`config.mk`:
```
export PLATFORM = sky130hd
export DESIGN_NAME = heatmap_colormap_pixel
export DESIGN_NICKNAME = d
export VERILOG_FILES = /design/src/hdl/hmc_pkg.sv /design/src/hdl/heatmap_colormap_pixel.sv
export SDC_FILE = /design/constraint.sdc
export NUM_CORES = 2
export LEC_CHECK = 0
export BUFFER_PORTS_ARGS = -buffer_cell sky130_fd_sc_hd__buf_2
export CAP_MARGIN = 20
export CORE_MARGIN = 1
export CORE_UTILIZATION = 65
export DETAILED_ROUTE_END_ITERATION = 10
export GPL_TIMING_DRIVEN = 1
export PLACE_DENSITY_LB_ADDON = 0.3
export SKIP_CTS_REPAIR_TIMING = 1
export SKIP_LAST_GASP = 1
export SYNTH_ARGS = -nofsm -noshare
export SYNTH_HDL_FRONTEND = slang
export SYNTH_SLANG_ARGS = --single-unit
```
`constraint.sdc`:
```
create_clock -name clk -period 9.67 [get_ports clk]
set_input_delay 1.4505 -clock clk [delete_from_list [all_inputs] [get_ports clk]]
set_output_delay 1.4505 -clock clk [all_outputs]
set_load 0.01 [all_outputs]
```
`src/hdl/hmc_pkg.sv`:
```
// hmc_pkg: constants, types and table functions for the heat colormap pipeline
// knot positions in twentieths of full scale, knot colors, full-scale selection
// no dependencies
package hmc_pkg;

	localparam int KNOT_N = 7;
	localparam int CH_N   = 3;
	localparam int PIX_W  = 16;
	localparam int V20_W  = 21;   // 20 * 65535 fits
	localparam int DEN_W  = 18;   // widest span (4/20) times 65535
	localparam int NUM_W  = 18;   // offset into a segment never exceeds its span
	localparam int MAG_W  = 8;
	localparam int PROD_W = NUM_W + MAG_W;
	localparam int QUO_W  = 8;
	localparam int SEG_W  = 3;
	localparam int COL_W  = 8;

	typedef logic [1:0]       depth_t;
	typedef logic [SEG_W-1:0] seg_t;
	typedef logic [COL_W-1:0] col_t;

	localparam depth_t DEPTH_16 = 2'd0;
	localparam depth_t DEPTH_14 = 2'd1;
	localparam depth_t DEPTH_12 = 2'd2;
	localparam depth_t DEPTH_8  = 2'd3;

	localparam seg_t LAST_SEG = seg_t'(KNOT_N - 2);

	localparam logic [4:0] KNOT_POS [KNOT_N] = '{
		5'd0, 5'd4, 5'd8, 5'd11, 5'd14, 5'd17, 5'd20
	};

	localparam col_t KNOT_RGB [KNOT_N][CH_N] = '{
		'{8'd0,   8'd8,   8'd60 },
		'{8'd0,   8'd50,  8'd180},
		'{8'd0,   8'd190, 8'd255},
		'{8'd0,   8'd230, 8'd120},
		'{8'd255, 8'd240, 8'd0  },
		'{8'd255, 8'd100, 8'd0  },
		'{8'd255, 8'd0,   8'd0  }
	};

	function automatic logic [PIX_W-1:0] full_scale(input depth_t d);
		logic [PIX_W-1:0] fs;
		unique case (d)
			DEPTH_16: fs = 16'd65535;
			DEPTH_14: fs = 16'd16383;
			DEPTH_12: fs = 16'd4095;
			DEPTH_8:  fs = 16'd255;
		endcase
		return fs;
	endfunction

	// knot k position scaled to 20 * pixel units
	function automatic logic [V20_W-1:0] knot_level(input depth_t d, input seg_t k);
		logic [V20_W-1:0] lvl;
		lvl = V20_W'(KNOT_POS[k]) * V20_W'(full_scale(d));
		return lvl;
	endfunction

	// segment width in 20 * pixel units
	function automatic logic [DEN_W-1:0] seg_span(input depth_t d, input seg_t s);
		logic [4:0]       span;
		logic [DEN_W-1:0] w;
		span = KNOT_POS[seg_t'(s + seg_t'(1))] - KNOT_POS[s];
		w    = DEN_W'(span) * DEN_W'(full_scale(d));
		return w;
	endfunction

endpackage

```
`src/hdl/heatmap_colormap_pixel.sv`:
```
// heatmap_colormap_pixel: 16-bit pixel to 8-bit rgb heat color, piecewise linear
// pipeline: done is the valid bit of the last of 12 registered stages behind start
// throughput: one pixel per clock; busy stays low, the receiver cannot stall
// stages: clamp and scale, segment search, color delta multiply, 8 restoring
// divide steps (one quotient bit each), add and clamp
// reset clears depth_q to 16-bit and all stage valid bits; uses hmc_pkg
module heatmap_colormap_pixel
	import hmc_pkg::*;
(
	input  logic             clk,
	input  logic             arst_n,
	input  logic             cfg_we,
	input  logic [1:0]       cfg_wdata,
	input  logic             start,
	output logic             busy,
	input  logic [PIX_W-1:0] pixel_value,
	input  logic             frame_end,
	output logic             done,
	output logic [COL_W-1:0] red,
	output logic [COL_W-1:0] green,
	output logic [COL_W-1:0] blue,
	output logic             frame_last
);

	depth_t depth_q;

	// stage 1: clamp and scale by 20
	logic             valid_s1, frame_s1;
	depth_t           mode_s1;
	logic [V20_W-1:0] v20_s1;

	// stage 2: segment and offset inside it
	logic             valid_s2, frame_s2;
	depth_t           mode_s2;
	seg_t             seg_s2;
	logic [NUM_W-1:0] num_s2;

	// divide pipeline, index 0 is stage 3, index i is stage 3 + i
	logic              div_valid_s [QUO_W+1];
	logic              div_frame_s [QUO_W+1];
	logic [DEN_W-1:0]  div_den_s   [QUO_W+1];
	logic              div_neg_s   [QUO_W+1][CH_N];
	col_t              div_c0_s    [QUO_W+1][CH_N];
	logic [PROD_W-1:0] div_rem_s   [QUO_W+1][CH_N];
	logic [QUO_W-1:0]  div_quo_s   [QUO_W+1][CH_N];

	// final stage
	logic valid_s12, frame_s12;
	col_t rgb_s12 [CH_N];

	logic [PIX_W-1:0] fs_in, v_clamp;
	logic [V20_W-1:0] v20_in;
	seg_t             seg_in;
	logic [V20_W-1:0] off_in;

	assign busy = 1'b0;

	always_ff @(posedge clk or negedge arst_n) begin
		if (!arst_n) begin
			depth_q <= DEPTH_16;
		end else if (cfg_we) begin
			depth_q <= cfg_wdata;
		end
	end

	// stage 1 logic
	always_comb begin
		fs_in   = full_scale(depth_q);
		v_clamp = (pixel_value > fs_in) ? fs_in : pixel_value;
		v20_in  = (V20_W'(v_clamp) << 4) + (V20_W'(v_clamp) << 2);
	end

	// stage 2 logic: thresholds rise with k, so the last one passed wins
	always_comb begin
		seg_in = '0;
		for (int k = 1; k <= KNOT_N - 2; k++) begin
			if (v20_s1 > knot_level(mode_s1, seg_t'(k)))
				seg_in = seg_t'(k);
		end
		off_in = v20_s1 - knot_level(mode_s1, seg_in);
	end

	always_ff @(posedge clk or negedge arst_n) begin
		if (!arst_n) begin
			valid_s1 <= 1'b0;
			valid_s2 <= 1'b0;
		end else begin
			valid_s1 <= start & ~busy;
			valid_s2 <= valid_s1;
		end
	end

	always_ff @(posedge clk) begin
		frame_s1 <= frame_end;
		mode_s1  <= depth_q;
		v20_s1   <= v20_in;
		frame_s2 <= frame_s1;
		mode_s2  <= mode_s1;
		seg_s2   <= seg_in;
		num_s2   <= off_in[NUM_W-1:0];
	end

	// stage 3: per channel delta magnitude times offset
	always_ff @(posedge clk or negedge arst_n) begin
		if (!arst_n) begin
			div_valid_s[0] <= 1'b0;
		end else begin
			div_valid_s[0] <= valid_s2;
		end
	end

	always_ff @(posedge clk) begin
		div_frame_s[0] <= frame_s2;
		div_den_s[0]   <= seg_span(mode_s2, seg_s2);
		for (int ch = 0; ch < CH_N; ch++) begin
			col_t c0, c1;
			c0 = KNOT_RGB[seg_s2][ch];
			c1 = KNOT_RGB[seg_t'(seg_s2 + seg_t'(1))][ch];
			div_neg_s[0][ch] <= (c1 < c0);
			div_c0_s[0][ch]  <= c0;
			div_rem_s[0][ch] <= PROD_W'(num_s2) * PROD_W'((c1 < c0) ? (c0 - c1) : (c1 - c0));
			div_quo_s[0][ch] <= '0;
		end
	end

	// restoring divide, msb of the quotient first
	for (genvar i = 0; i < QUO_W; i++) begin : g_div
		localparam int SH = QUO_W - 1 - i;

		logic [PROD_W-1:0] trial;
		assign trial = PROD_W'(div_den_s[i]) << SH;

		always_ff @(posedge clk or negedge arst_n) begin
			if (!arst_n) begin
				div_valid_s[i+1] <= 1'b0;
			end else begin
				div_valid_s[i+1] <= div_valid_s[i];
			end
		end

		always_ff @(posedge clk) begin
			div_frame_s[i+1] <= div_frame_s[i];
			div_den_s[i+1]   <= div_den_s[i];
			for (int ch = 0; ch < CH_N; ch++) begin
				div_neg_s[i+1][ch] <= div_neg_s[i][ch];
				div_c0_s[i+1][ch]  <= div_c0_s[i][ch];
				if (div_rem_s[i][ch] >= trial) begin
					div_rem_s[i+1][ch] <= div_rem_s[i][ch] - trial;
					div_quo_s[i+1][ch] <= {div_quo_s[i][ch][QUO_W-2:0], 1'b1};
				end else begin
					div_rem_s[i+1][ch] <= div_rem_s[i][ch];
					div_quo_s[i+1][ch] <= {div_quo_s[i][ch][QUO_W-2:0], 1'b0};
				end
			end
		end
	end

	// final stage: floor toward minus infinity rounds a falling channel's step up
	always_ff @(posedge clk or negedge arst_n) begin
		if (!arst_n) begin
			valid_s12 <= 1'b0;
		end else begin
			valid_s12 <= div_valid_s[QUO_W];
		end
	end

	always_ff @(posedge clk) begin
		frame_s12 <= div_frame_s[QUO_W];
		for (int ch = 0; ch < CH_N; ch++) begin
			logic [QUO_W:0]   step;
			logic [COL_W+1:0] sum;
			step = {1'b0, div_quo_s[QUO_W][ch]}
				+ (QUO_W+1)'(div_neg_s[QUO_W][ch] && (div_rem_s[QUO_W][ch] != '0));
			if (div_neg_s[QUO_W][ch])
				sum = {2'b00, div_c0_s[QUO_W][ch]} - {1'b0, step};
			else
				sum = {2'b00, div_c0_s[QUO_W][ch]} + {1'b0, step};
			if (sum[COL_W+1])
				rgb_s12[ch] <= '0;
			else if (sum[COL_W])
				rgb_s12[ch] <= '1;
			else
				rgb_s12[ch] <= sum[COL_W-1:0];
		end
	end

	assign done       = valid_s12;
	assign frame_last = frame_s12;
	assign red        = rgb_s12[0];
	assign green      = rgb_s12[1];
	assign blue       = rgb_s12[2];

endmodule

```
==> flow_summary.yaml <==
worst_setup_path:
  max_stage_delay_ns: 0.60
  crit_top_cell: "fa_1"
  cp-end-kind: "register"
  path_max_fanout: 10
  crit_family: "adder cells"
  critical_path_buf_inv_count: 6
  crit_slowest_cell: "a2111oi_0"
  crit_type: "reg -> reg"
  arrival_ns: 9.42
  crit_required_ns: 10.27
  cp-start-kind: "register"
placed_design:
  dp_hpwl_mm: 161
  portBuffers: 48
  globalplace.congestion: 0.976
logic_synthesis:
  ys_async_sr_fraction: 0.0118
  syn_inst: 8417
  ys_ff_latch: 1184
  ys_warn_count: 0
  synth_flop_cell: "dfxtp_1"
  ys_types: 104
  netlist_area_um2: 78200
  yosysSeqAreaShare: 0.307
  synth_area_per_cell_um2: 9.29
  synth_edf_count: 24
clock_network:
  cts_root_buf: "clkbuf_16"
  worstSkewPairLatency_ns: 0.76
  cts_tree: "done"
  clkTransAtPathRegs_ns: 0.07
  cts_sinks: 1184
  h-tree-depth: 3
  cts_buffers: 116
  cts_max_path_buffers: 3
flow_run:
  maxCapViolations: 0
global_routing:
  grt_pass1_wl_mm: 317
  first_global_vias: 59824
  grt_max_degree: 42
  antenna_found_initial: 7
  gr-total-overflow: 0
  grt_util_all_layers: 0.331
sta:
  fin_worst_skew_ns: 0.0852
  fin_tns_setup_ns: 0
  worstMarginPinSlew_ns: 1.04
  min_period_ns: 8.82
  relSlewSlack: 0.306
  hold_viol_final: 0
  finalSetupViolCount: 0
  finalMaxSlewViolations: 0
  rsz0062_at_grt: "false"
  post-route-period-util: 0.912
  hold_slack_ns: 0.281
  fmax_mhz: 113
finish:
  fin_nets: 9893
  drive_gt1_frac: 0.0582
  area_growth_pct: 8.26
  nFillCells: 8923
route:
  ant_nets: 0
  routed_via_density: 5.75
  drc: 0
  drt_iter0_drc: 4029
  wl_per_cell_um: 19.6
  totalWireLength_mm: 199
  detail_route.first_pass.iterations: 7
  vias: 58627
floorplan:
  placementRows: 126
  core_um2: 119000
  fp.dieArea_um2: 122000
  die_x_um: 349
  die_height_um: 349
  start_util: 0.659
  io_pins: 50
status:
  outcome: "finished clean"
worst_hold_path:
  hp-class: "reg -> reg"
==> registers in the layout, summed over array words and instances, names as in the netlist <==
name,cells
div_rem_s,694
div_den_s,144
div_c0_s,126
div_quo_s,108
rgb_s12,24
v20_s1,19
div_neg_s,18
num_s2,18
div_frame_s,9
div_valid_s,9
seg_s2,3
depth_q,2
mode_s1,2
mode_s2,2
done,1
frame_last,1
frame_s1,1
frame_s2,1
valid_s1,1
valid_s2,1
==> synth_stat cells (54+ instances only) <==
cell / n / area share
nand4_1: 80 / 0.0064
a21oi_1: 542 / 0.035
xnor2_1: 370 / 0.041
nor4_1: 63 / 0.0050
inv_1: 1104 / 0.053
nor3_1: 152 / 0.0097
ha_1: 784 / 0.13
and2_1: 137 / 0.011
xor2_1: 244 / 0.027
nand2_1: 656 / 0.031
dfxtp_1: 1146 / 0.29
mux2_2: 76 / 0.011
nor2_1: 520 / 0.025
a21o_1: 183 / 0.018
nor2b_1: 135 / 0.011
nand3_1: 116 / 0.0074
o21a_1: 94 / 0.0090
o31ai_1: 54 / 0.0052
o21ai_0: 380 / 0.024
fa_1: 584 / 0.15
nand2b_1: 90 / 0.0072
clkbuf_1: 132 / 0.0063
==> placed cells by master (no fill, tap or decap), types with 48 or more instances in the layout <==
cell type  count
a21boi_0      52
a21o_1       183
a21oi_1      538
and2_1       137
and3_1        52
buf_2         48
buf_4         55
clkbuf_16    116
dfxtp_1     1146
fa_1         584
ha_1         784
inv_1       1104
mux2_2        76
nand2_1      656
nand2b_1      90
nand3_1      116
nand4_1       80
nor2_1       519
nor2b_1      134
nor3_1       152
nor4_1        63
o21a_1        94
o21ai_0      380
o31ai_1       54
or3_1         49
xnor2_1      370
xor2_1       242
==> path summary, 6_finish.rpt <==
| check | from | end | slack [ns] | cells after the start |
|---|---|---|---|---|
| worst max-delay path | seg_s2[0] | div_rem_s[0][25] | 0.85 | 30 |
| worst min-delay path | div_quo_s[3][18] | div_quo_s[4][19] | 0.28 | 0 |
| worst max register to register | seg_s2[0] | div_rem_s[0][25] | 0.85 | 30 |
| worst min register to register | div_quo_s[3][18] | div_quo_s[4][19] | 0.28 | 0 |
| max in group asynchronous | arst_n | depth_q[1] | 8.82 | 1 |
| min in group asynchronous | arst_n | valid_s2 | 0.57 | 1 |
==> metal layers <==
metal / vias up / share of wire / global-route usage
met5: - / 0.000065 / 0
met4: 2 / 0.077 / 0.228
met3: 619 / 0.049 / 0.0385
met2: 1813 / 0.48 / 0.566
met1: 27862 / 0.40 / 0.388
li1: 28331 / - / -
==> logic make-up after synthesis <==
group | count (synthesis) | share of synthesized area
flip-flops | 1184 | 0.307
other | 2 | 0.0000960
multiplexers | 108 | 0.0151
AND/OR/NAND/NOR | 2188 | 0.136
XOR/XNOR | 614 | 0.0688
buffers and inverters | 1275 | 0.0621
adder cells (fa/ha/maj) | 1368 | 0.275
AO/OA/AOI/OAI | 1678 | 0.136
==> layout make-up <==
cell class                 instances  area [um2]  area share
timing repair buffer             108         762     0.00900
antenna                            1        2.50   0.0000296
inverter                        1109        4160      0.0492
tap                             1600        2000      0.0237
sequential                      1184       24000       0.284
multi-input combinational       5983       49500       0.585
clock inverter                    64         973      0.0115
clock buffer                     154        3250      0.0383
==> metrics by stage <==
| step | cell area [um2] | utilization | std cells | worst slack, ns |
|---|---|---|---|---|
| 4_1_cts | 84500 | 0.712 | 10195 | 0.637 |
| 6_report | 84600 | 0.713 | 10203 | 0.853 |
| 5_1_grt | 84600 | 0.713 | 10202 | 0.228 |
| 2_1_floorplan | 78300 | - | 8442 | 1.31 |
| 3_5_place_dp | 80300 | 0.676 | 9977 | 0.671 |
| 3_3_place_gp | 80300 | 0.676 | 9977 | 0.800 |
Power is not shown: default switching activity piles up to over one toggle a cycle in this logic, so the estimate is an artifact.
